`src/rtl/grg_pkg.sv`:
```
// ----------------------------------------------------------------------------
// grg_pkg: gain ramp generator definitions
// Codes, fixed-point constants and reciprocal tables for the series divisors.
// ----------------------------------------------------------------------------
`default_nettype none

package grg_pkg;

  localparam int GAIN_FRAC_BITS = 28;
  localparam int EXP_BIAS       = GAIN_FRAC_BITS - 30;

  localparam logic [31:0] ONE_Q30        = 32'h4000_0000;
  localparam logic [31:0] LN2_Q30        = 32'd744261118;
  localparam logic [31:0] HALF_PI_Q30    = 32'd1686629713;
  localparam logic [31:0] DB_TO_LOG2_Q32 = 32'd2786635;
  localparam logic [31:0] GAIN_MAX       = 32'hFFFF_FFFF;
  localparam logic [31:0] UNITY_GAIN     = 32'h1000_0000;

  typedef enum logic [1:0] {
    CMD_TICK = 2'd0,
    CMD_RAMP = 2'd1,
    CMD_JUMP = 2'd2,
    CMD_NONE = 2'd3
  } cmd_t;

  typedef enum logic [1:0] {
    CURVE_HOLD = 2'd0,
    CURVE_IN   = 2'd1,
    CURVE_OUT  = 2'd2,
    CURVE_DB   = 2'd3
  } curve_t;

  // floor(a / d) = (a * mult) >> shift for any 32-bit a
  typedef struct packed {
    logic [32:0] mult;
    logic [5:0]  shift;
  } recip_t;

  // divisor k of the exp series
  function automatic recip_t exp_recip(input logic [3:0] k);
    recip_t r;
    case (k)
      4'd2:    r = '{mult: 33'd4294967296, shift: 6'd33};
      4'd3:    r = '{mult: 33'd5726623062, shift: 6'd34};
      4'd4:    r = '{mult: 33'd4294967296, shift: 6'd34};
      4'd5:    r = '{mult: 33'd6871947674, shift: 6'd35};
      4'd6:    r = '{mult: 33'd5726623062, shift: 6'd35};
      4'd7:    r = '{mult: 33'd4908534053, shift: 6'd35};
      4'd8:    r = '{mult: 33'd4294967296, shift: 6'd35};
      4'd9:    r = '{mult: 33'd7635497416, shift: 6'd36};
      4'd10:   r = '{mult: 33'd6871947674, shift: 6'd36};
      4'd11:   r = '{mult: 33'd6247225158, shift: 6'd36};
      4'd12:   r = '{mult: 33'd5726623062, shift: 6'd36};
      4'd13:   r = '{mult: 33'd5286113596, shift: 6'd36};
      default: r = '{mult: 33'd4294967296, shift: 6'd32};
    endcase
    return r;
  endfunction

  // divisor (2k)(2k+1) of the sine series
  function automatic recip_t sin_recip(input logic [3:0] k);
    recip_t r;
    case (k)
      4'd2:    r = '{mult: 33'd6871947674, shift: 6'd37};
      4'd3:    r = '{mult: 33'd6544712071, shift: 6'd38};
      4'd4:    r = '{mult: 33'd7635497416, shift: 6'd39};
      4'd5:    r = '{mult: 33'd4997780127, shift: 6'd39};
      4'd6:    r = '{mult: 33'd7048151461, shift: 6'd40};
      4'd7:    r = '{mult: 33'd5235769657, shift: 6'd40};
      4'd8:    r = '{mult: 33'd8084644322, shift: 6'd41};
      default: r = '{mult: 33'd5726623062, shift: 6'd35};
    endcase
    return r;
  endfunction

endpackage

`default_nettype wire

```
`src/rtl/gain_ramp_generator_unit.sv`:
```
// ----------------------------------------------------------------------------
// gain_ramp_generator_unit
// Gain fade generator: dB jumps, equal-power and dB-domain ramps, one gain
// word per tick.
// ----------------------------------------------------------------------------
// One word is taken at a time and s_axis_tready stays low until it is done.
// A ramp command onto a dB curve also works out the two log2 values. The
// 24-step restoring divider and one registered 32x33 multiplier are reused
// for the exp, sine and log2 iterations. A result may wait on the master
// side while the next word is taken.
`default_nettype none

module gain_ramp_generator_unit
  import grg_pkg::*;
(
  input  wire logic        clk,
  input  wire logic        rst,
  input  wire logic        s_axis_tvalid,
  output logic             s_axis_tready,
  // [15:0] level_db, [16] mute, [40:17] ramp_frames, [47:41] zero
  input  wire logic [47:0] s_axis_tdata,
  // [1:0] cmd
  input  wire logic [1:0]  s_axis_tuser,
  output logic             m_axis_tvalid,
  input  wire logic        m_axis_tready,
  // [31:0] gain, [32] ramping, [39:33] zero
  output logic [39:0]      m_axis_tdata
);

  typedef enum logic [4:0] {
    ST_IDLE, ST_LV_MUL, ST_LV_E, ST_EX_Y, ST_EX_Y2, ST_EX_T, ST_EX_D, ST_EX_R,
    ST_EX_OUT, ST_APPLY, ST_LG_INIT, ST_LG_SQ, ST_LG_UP, ST_TK_START, ST_TK_DIV,
    ST_TK_SEL, ST_SN_X, ST_SN_X2, ST_SN_R0, ST_SN_T, ST_SN_D, ST_SN_R, ST_SN_S,
    ST_SN_F, ST_SN_G, ST_DB_LO, ST_DB_HI, ST_DB_E, ST_EMIT
  } state_t;

  state_t      state;
  cmd_t        cmd_r;
  logic [15:0] db_r;
  logic [23:0] frames_r;
  logic [31:0] cur_gain, start_gain, target_gain, tg;
  logic [23:0] ramp_len, ramp_pos;
  curve_t      curve;
  logic [39:0] log_start, log_diff, e_reg;
  logic [31:0] hreg, xreg, rreg, dlo;
  logic [3:0]  kcnt;
  logic        ret_db, lg_phase;
  logic [31:0] lg_m, lg_frac;
  logic [4:0]  lg_b, icnt, div_cnt;
  logic [23:0] div_rem, div_q, prog;
  logic [24:0] sarg;
  logic [64:0] prod;
  logic [31:0] out_gain;
  logic        out_ramping;

  // shared multiplier
  logic [31:0] mul_a;
  logic [32:0] mul_b;

  recip_t      rcp;
  logic [31:0] quot;
  logic [15:0] dmag;
  logic [39:0] diff_mag, delta;
  logic [31:0] mm, s_clamp, lg_x, exp_v;
  logic [4:0]  msb;
  logic [8:0]  amt, amt_neg;
  logic [32:0] exp_v2;
  logic [24:0] rem2;
  logic [23:0] pos_inc;
  logic [7:0]  lg_hi;

  always_comb begin
    rcp = (state == ST_SN_D || state == ST_SN_R) ? sin_recip(kcnt) : exp_recip(kcnt);
    quot = 32'(prod >> rcp.shift);
    dmag = db_r[15] ? 16'(-db_r) : db_r;
    diff_mag = log_diff[39] ? 40'(-log_diff) : log_diff;
    delta = {prod[31:0], 8'b0} + {8'b0, dlo};
    mm = prod[61:30];
    s_clamp = (prod[63:30] > {2'b0, ONE_Q30}) ? ONE_Q30 : prod[61:30];
    rem2 = {div_rem, 1'b0};
    pos_inc = ramp_pos + 24'd1;
    lg_hi = {3'b000, lg_b} - 8'(GAIN_FRAC_BITS);

    lg_x = lg_phase ? target_gain : start_gain;
    if (lg_x == 32'd0) begin
      lg_x = 32'd1;
    end
    msb = 5'd0;
    for (int i = 0; i < 32; i++) begin
      if (lg_x[i]) msb = 5'(i);
    end

    amt = 9'({{1{e_reg[39]}}, e_reg[39:32]} + 9'(EXP_BIAS));
    amt_neg = 9'(-amt);
    exp_v2 = {rreg, 1'b0};
    if (!amt[8] && amt >= 9'd2) begin
      exp_v = GAIN_MAX;
    end else if (amt == 9'd1) begin
      exp_v = exp_v2[32] ? GAIN_MAX : exp_v2[31:0];
    end else if (amt == 9'd0) begin
      exp_v = rreg;
    end else if (amt_neg >= 9'd32) begin
      exp_v = 32'd0;
    end else begin
      exp_v = rreg >> amt_neg[4:0];
    end

    mul_a = 32'd0;
    mul_b = 33'd0;
    case (state)
      ST_LV_MUL: begin
        mul_a = {16'b0, dmag};
        mul_b = {1'b0, DB_TO_LOG2_Q32};
      end
      ST_EX_Y: begin
        mul_a = e_reg[31:0];
        mul_b = {1'b0, LN2_Q30};
      end
      ST_EX_T, ST_SN_T: begin
        mul_a = hreg;
        mul_b = {1'b0, rreg};
      end
      ST_EX_D, ST_SN_D: begin
        mul_a = prod[61:30];
        mul_b = rcp.mult;
      end
      ST_LG_SQ: begin
        mul_a = lg_m;
        mul_b = {1'b0, lg_m};
      end
      ST_SN_X: begin
        mul_a = {7'b0, sarg};
        mul_b = {1'b0, HALF_PI_Q30};
      end
      ST_SN_X2: begin
        mul_a = {1'b0, prod[54:24]};
        mul_b = {2'b0, prod[54:24]};
      end
      ST_SN_S: begin
        mul_a = xreg;
        mul_b = {1'b0, rreg};
      end
      ST_SN_F: begin
        mul_a = (curve == CURVE_IN) ? target_gain : start_gain;
        mul_b = {1'b0, s_clamp};
      end
      ST_DB_LO: begin
        mul_a = diff_mag[31:0];
        mul_b = {9'b0, prog};
      end
      ST_DB_HI: begin
        mul_a = {24'b0, diff_mag[39:32]};
        mul_b = {9'b0, prog};
      end
      default: begin
        mul_a = 32'd0;
        mul_b = 33'd0;
      end
    endcase
  end

  always_ff @(posedge clk) begin
    prod <= {33'b0, mul_a} * {32'b0, mul_b};
    if (rst) begin
      state         <= ST_IDLE;
      m_axis_tvalid <= 1'b0;
      cur_gain      <= UNITY_GAIN;
      start_gain    <= UNITY_GAIN;
      target_gain   <= UNITY_GAIN;
      ramp_len      <= 24'd0;
      ramp_pos      <= 24'd0;
      curve         <= CURVE_HOLD;
    end else begin
      if (m_axis_tvalid && m_axis_tready && state != ST_EMIT) begin
        m_axis_tvalid <= 1'b0;
      end
      case (state)
        ST_IDLE: begin
          if (s_axis_tvalid) begin
            cmd_r    <= cmd_t'(s_axis_tuser);
            db_r     <= s_axis_tdata[15:0];
            frames_r <= s_axis_tdata[40:17];
            case (cmd_t'(s_axis_tuser))
              CMD_TICK: state <= ST_TK_START;
              CMD_RAMP, CMD_JUMP: begin
                if (s_axis_tdata[16]) begin
                  tg    <= 32'd0;
                  state <= ST_APPLY;
                end else begin
                  state <= ST_LV_MUL;
                end
              end
              default: state <= ST_IDLE;
            endcase
          end
        end
        ST_LV_MUL: state <= ST_LV_E;
        ST_LV_E: begin
          e_reg  <= db_r[15] ? 40'(-prod[39:0]) : prod[39:0];
          ret_db <= 1'b0;
          state  <= ST_EX_Y;
        end
        ST_EX_Y: state <= ST_EX_Y2;
        ST_EX_Y2: begin
          hreg  <= prod[63:32];
          rreg  <= ONE_Q30;
          kcnt  <= 4'd13;
          state <= ST_EX_T;
        end
        ST_EX_T: state <= ST_EX_D;
        ST_EX_D: state <= ST_EX_R;
        ST_EX_R: begin
          rreg <= ONE_Q30 + quot;
          if (kcnt == 4'd1) begin
            state <= ST_EX_OUT;
          end else begin
            kcnt  <= kcnt - 4'd1;
            state <= ST_EX_T;
          end
        end
        ST_EX_OUT: begin
          if (ret_db) begin
            cur_gain <= exp_v;
            state    <= ST_EMIT;
          end else begin
            tg    <= exp_v;
            state <= ST_APPLY;
          end
        end
        ST_APPLY: begin
          if (cmd_r == CMD_JUMP || frames_r == 24'd0) begin
            cur_gain    <= tg;
            start_gain  <= tg;
            target_gain <= tg;
            ramp_len    <= 24'd0;
            ramp_pos    <= 24'd0;
            curve       <= CURVE_HOLD;
            state       <= ST_IDLE;
          end else begin
            start_gain  <= cur_gain;
            target_gain <= tg;
            ramp_len    <= frames_r;
            ramp_pos    <= 24'd0;
            lg_phase    <= 1'b0;
            if (cur_gain == 32'd0 && tg == 32'd0) begin
              curve <= CURVE_HOLD;
              state <= ST_IDLE;
            end else if (cur_gain == 32'd0) begin
              curve <= CURVE_IN;
              state <= ST_IDLE;
            end else if (tg == 32'd0) begin
              curve <= CURVE_OUT;
              state <= ST_IDLE;
            end else begin
              curve <= CURVE_DB;
              state <= ST_LG_INIT;
            end
          end
        end
        ST_LG_INIT: begin
          // normalize the mantissa into [1,2) in Q30
          lg_b    <= msb;
          lg_m    <= (msb == 5'd31) ? (lg_x >> 1) : (lg_x << (5'd30 - msb));
          lg_frac <= 32'd0;
          icnt    <= 5'd0;
          state   <= ST_LG_SQ;
        end
        ST_LG_SQ: state <= ST_LG_UP;
        ST_LG_UP: begin
          lg_frac <= {lg_frac[30:0], mm[31]};
          lg_m    <= mm[31] ? (mm >> 1) : mm;
          icnt    <= icnt + 5'd1;
          if (icnt == 5'd31) begin
            if (!lg_phase) begin
              log_start <= {lg_hi, lg_frac[30:0], mm[31]};
              lg_phase  <= 1'b1;
              state     <= ST_LG_INIT;
            end else begin
              log_diff <= {lg_hi, lg_frac[30:0], mm[31]} - log_start;
              state    <= ST_IDLE;
            end
          end else begin
            state <= ST_LG_SQ;
          end
        end
        ST_TK_START: begin
          if (ramp_pos >= ramp_len) begin
            state <= ST_EMIT;
          end else begin
            ramp_pos <= pos_inc;
            if (pos_inc == ramp_len) begin
              cur_gain <= target_gain;
              state    <= ST_EMIT;
            end else begin
              div_rem <= pos_inc;
              div_q   <= 24'd0;
              div_cnt <= 5'd0;
              state   <= ST_TK_DIV;
            end
          end
        end
        ST_TK_DIV: begin
          if (rem2 >= {1'b0, ramp_len}) begin
            div_rem <= 24'(rem2 - {1'b0, ramp_len});
            div_q   <= {div_q[22:0], 1'b1};
          end else begin
            div_rem <= rem2[23:0];
            div_q   <= {div_q[22:0], 1'b0};
          end
          div_cnt <= div_cnt + 5'd1;
          if (div_cnt == 5'd23) begin
            state <= ST_TK_SEL;
          end
        end
        ST_TK_SEL: begin
          prog <= div_q;
          case (curve)
            CURVE_IN: begin
              sarg  <= {1'b0, div_q};
              state <= ST_SN_X;
            end
            CURVE_OUT: begin
              sarg  <= 25'h100_0000 - {1'b0, div_q};
              state <= ST_SN_X;
            end
            CURVE_DB: state <= ST_DB_LO;
            default: begin
              cur_gain <= target_gain;
              state    <= ST_EMIT;
            end
          endcase
        end
        ST_SN_X: state <= ST_SN_X2;
        ST_SN_X2: begin
          xreg  <= {1'b0, prod[54:24]};
          state <= ST_SN_R0;
        end
        ST_SN_R0: begin
          hreg  <= prod[61:30];
          rreg  <= ONE_Q30;
          kcnt  <= 4'd8;
          state <= ST_SN_T;
        end
        ST_SN_T: state <= ST_SN_D;
        ST_SN_D: state <= ST_SN_R;
        ST_SN_R: begin
          rreg <= ONE_Q30 - quot;
          if (kcnt == 4'd1) begin
            state <= ST_SN_S;
          end else begin
            kcnt  <= kcnt - 4'd1;
            state <= ST_SN_T;
          end
        end
        ST_SN_S: state <= ST_SN_F;
        ST_SN_F: state <= ST_SN_G;
        ST_SN_G: begin
          cur_gain <= prod[61:30];
          state    <= ST_EMIT;
        end
        ST_DB_LO: state <= ST_DB_HI;
        ST_DB_HI: begin
          dlo   <= prod[55:24];
          state <= ST_DB_E;
        end
        ST_DB_E: begin
          // step along the log2 line toward the target
          e_reg  <= log_diff[39] ? (log_start - delta) : (log_start + delta);
          ret_db <= 1'b1;
          state  <= ST_EX_Y;
        end
        ST_EMIT: begin
          // hold until the output register is free
          if (!m_axis_tvalid || m_axis_tready) begin
            m_axis_tvalid <= 1'b1;
            out_gain      <= cur_gain;
            out_ramping   <= (ramp_pos < ramp_len);
            state         <= ST_IDLE;
          end
        end
        default: state <= ST_IDLE;
      endcase
    end
  end

  assign s_axis_tready = (state == ST_IDLE);
  assign m_axis_tdata  = {7'b0, out_ramping, out_gain};

  a_pos_in_range: assert property (@(posedge clk) disable iff (rst)
    ramp_pos <= ramp_len)
    else $error("ramp position past ramp length");

  a_lands_on_target: assert property (@(posedge clk) disable iff (rst)
    (ramp_len != 24'd0 && ramp_pos == ramp_len) |-> cur_gain == target_gain)
    else $error("finished ramp not on target");

  a_hold_only_silent: assert property (@(posedge clk) disable iff (rst)
    (ramp_pos < ramp_len && curve == CURVE_HOLD) |-> (start_gain == 32'd0 &&
    target_gain == 32'd0))
    else $error("hold curve on an audible ramp");

  a_series_index: assert property (@(posedge clk) disable iff (rst)
    (state == ST_EX_T || state == ST_SN_T) |-> kcnt != 4'd0)
    else $error("series index out of range");

  a_emit_from_tick: assert property (@(posedge clk) disable iff (rst)
    $rose(m_axis_tvalid) |-> $past(state == ST_EMIT))
    else $error("result raised outside emit");

endmodule

`default_nettype wire
```
`config.mk`:
```
export PLATFORM = sky130hd
export DESIGN_NAME = gain_ramp_generator_unit
export DESIGN_NICKNAME = d
export VERILOG_FILES = /design/src/rtl/grg_pkg.sv /design/src/rtl/gain_ramp_generator_unit.sv
export SDC_FILE = /design/constraint.sdc
export NUM_CORES = 2
export LEC_CHECK = 0
export BUFFER_PORTS_ARGS = -buffer_cell sky130_fd_sc_hd__buf_2
export CAP_MARGIN = 20
export CORE_AREA = 2 2 520 367
export CTS_CLUSTER_SIZE = 25
export DETAILED_ROUTE_END_ITERATION = 16
export DIE_AREA = 0 0 522 369
export PLACE_DENSITY_LB_ADDON = 0.25
export SLEW_MARGIN = 10
export SYNTH_ARGS = -nofsm -noshare
export SYNTH_HDL_FRONTEND = slang
export SYNTH_SLANG_ARGS = --single-unit
export TNS_END_PERCENT = 50
```
`constraint.sdc`:
```
create_clock -name clk -period 11.76 [get_ports clk]
set_input_delay 2.352 -clock clk [delete_from_list [all_inputs] [get_ports clk]]
set_output_delay 2.352 -clock clk [all_outputs]
set_load 0.005 [all_outputs]
```
==> out/metrics.csv <==
stage;metric;value;unit
status;status;completed;
critical_path;cell with the largest stage delay on the worst path;a222oi_1;
sta;RSZ-0062 raised after global routing;true;
critical_path;Crit. End Element;flop;
sta;final setup margin;0.247;ns
layout;most frequent cells in the layout;nand2_1, inv_1, fa_1;
routing;final wirelength;350000;um
layout;most common library cell in the layout ignoring fill and taps;nand2_1;
floorplanning;I/O pin cnt;96;
grt;grt total ovfl;0;
routing;Wirelength per Cell;29.5;um
sta;Fin Clk Skew;0.0330;ns
layout;Nets;10700;
job;Max-Cap Viols;0;
clocking;clock tree buffer depth;3;
routing;vias;74300;
grt;vias in the first global route;69900;
critical_path;startpoint types;flop;
sta;fmax;86.9;MHz
clocking;root buf cell;clkbuf_16;
floorplanning;y dimension of the die;369;um
clocking;clk slew on worst S/H paths;0.07;ns
clocking;htree depth;3;
routing;drt pass-1 iters;8;
layout;Fillers;17500;
routing;vias per cell;6.26;
grt;initial antenna violation count;40;
synth;Synth Register Bits;773;
grt;GRT Util Overall;35.7;%
floorplanning;Die Area;193000;um^2
floorplanning;Initial Util;44.9;%
synth;EDFF count, synth;532;
synth;Yosys cell types;100;
clocking;CTS sink count;773;
sta;Final Cycle Share;97.9;%
sta;Pins Over Slew Limit;0;
sta;setup violators final;0;
synth;Synth Cell Area;84100;um^2
power;Overall Power;0.0136;W
layout;register area;20800;um^2
critical_path;Max FO, Critical Path;17;
layout;Area Growth Syn to Fin;9.28;%
routing;Remaining DRCs;0;
sta;Period minus WS final;11.51;ns
synth;Area contributors post-synth;fa_1, edfxtp_1, ha_1, dfxtp_1, nand2_1;
place;Port Buf Inserts;81;
synth;synthesis warning total;0;
clocking;hold buffers post-CTS;0;
clocking;CTS tree;yes;
floorplanning;Site Rows;133;
sta;setup tns final;0;ns
grt;largest net degree at the start of global routing;80;
routing;number of antenna-violating nets in the routed design;0;
power;Static Leak;39.4;nW
critical_path;Worst Path Required;12.35;ns
sta;final hold viol count;0;
worst_hold_path;worst min path class;reg2reg;
sta;Relative slew margins;13.2;%
synth;post-synth top area share;22.1;%
clocking;later-pin clock latency in the skew report;0.72;ns
synth;Top FF cell, synth;edfxtp_1;
synth;Syn Area/Cell;9.06;um^2
sta;Worst-Margin Slew;1.30;ns
layout;max reg flops;65;
layout;area of the multi-input gates;57500;um^2
floorplanning;Core Area;187000;um^2
clocking;CTS Buf Count;78;
synth;Post-Synthesis Cells;9287;
place;DP HPWL;277000;um
power;Peak VDD IR;0.113;mV
layout;share of post-route cells with drive strength above 1;9.51;%
synth;Synth area leader;fa_1;
power;PD cells;148;nW/um^2
critical_path;worst path arrival time;12.10;ns
routing;drt initial violations;11100;
synth;register area share after synthesis;24.7;%
critical_path;Crit Path Class;reg2reg;
critical_path;slowest stage delay, CP;1.00;ns
floorplanning;Die Wd;522;um
synth;ys async rst share;0;%
grt;global-route wire length before repair;499000;um
critical_path;most frequent CP cell;fa_1;
place;Setup WS pre-CTS;0.205;ns
place;Placer Congestion;1.03;
-- synth_stat cells, types with 44 or more instances --
cell type	count
mux2_2	81
mux2i_1	256
dfxtp_1	241
nor4_1	60
buf_1	44
xor2_1	139
nand3_1	174
xnor2_1	234
inv_1	1118
and3_1	109
nor2b_1	60
a31oi_1	56
mux4_2	44
nand2b_1	62
o21a_1	59
fa_1	930
a21o_1	98
o21ai_0	306
nor3_1	141
and2_1	96
a211oi_1	95
ha_1	451
a221oi_1	63
nand2_1	1182
clkbuf_1	465
edfxtp_1	532
nor2_1	846
a21oi_1	509
o31ai_1	55
-- cells by family (layout without fill, tap and decap cells) --
logic type,Yosys count,in the layout,share of synthesized area (%)
buffers and inverters,1681,1739,7.63
flip-flops,773,773,24.7
other,1,20,0.00446
AND/OR/NAND/NOR,2953,2953,15.8
AO/OA/AOI/OAI,1743,1743,13.8
adder cells (fa/ha/maj),1381,1381,28.8
XOR/XNOR,374,374,3.91
multiplexers,381,381,5.31
-- critical path, delay by kind of cell, from the launching register on --
family	cells	cell delay [ns]
buf+inv	9	1.18
simple gates	5	0.99
fa+ha+maj	9	4.64
compound gates	11	3.72
xor+xnor	1	0.14
flops	1	0.68
-- power by group --
group / internal [W] / switching (W)
Sequential: 0.00324 / 0.000323
Combinational: 0.00236 / 0.00495
Clock: 0.00146 / 0.00125
-- layout make-up --
type / count / area share [%]
Antenna cell: 13 / 0.0354
Clock buffer: 102 / 2.44
Clock inverter: 43 / 0.470
Inverter: 1121 / 4.58
Multi-Input combinational cell: 6839 / 62.5
Sequential cell: 773 / 22.6
Tap cell: 2497 / 3.40
Timing Repair Buffer: 473 / 3.93
-- path summary, 6_finish.rpt --
path / start / slack, ns / cells past startpoint / endpoint
setup / recovery: state[0] / 0.25 / 35 / prod[60]
hold / removal: ramp_len[6] / 0.46 / 2 / ramp_len[6]
hold reg to reg: ramp_len[6] / 0.46 / 2 / ramp_len[6]
setup reg to reg: state[0] / 0.25 / 35 / prod[60]
-- metrics by stage --
stage	hold WS (ns)	utilization, %	area, um^2	instances
after floorplan	0.424	-	84100	9293
after global placement	0.443	47.6	89100	11700
after detailed placement	0.447	47.6	89100	11700
after CTS	0.459	49.0	91800	11800
after global routing	0.473	49.1	91900	11800
final	0.456	49.1	91900	11900
-- what timing repair did --
| item | CTS | global route |
|---|---|---|
| buffers inserted | 0 | 3 |
| endpoints found under the setup margin | 0 | 14 |
| gates resized for setup | 0 | 15 |
-- per-layer routing --
metal	track usage, %	wire length [um]
met2	46.0	131000
met3	13.0	52800
met1	54.9	154000
met5	0	470
met4	9.68	11600
Power figures use the tool's default switching activity.
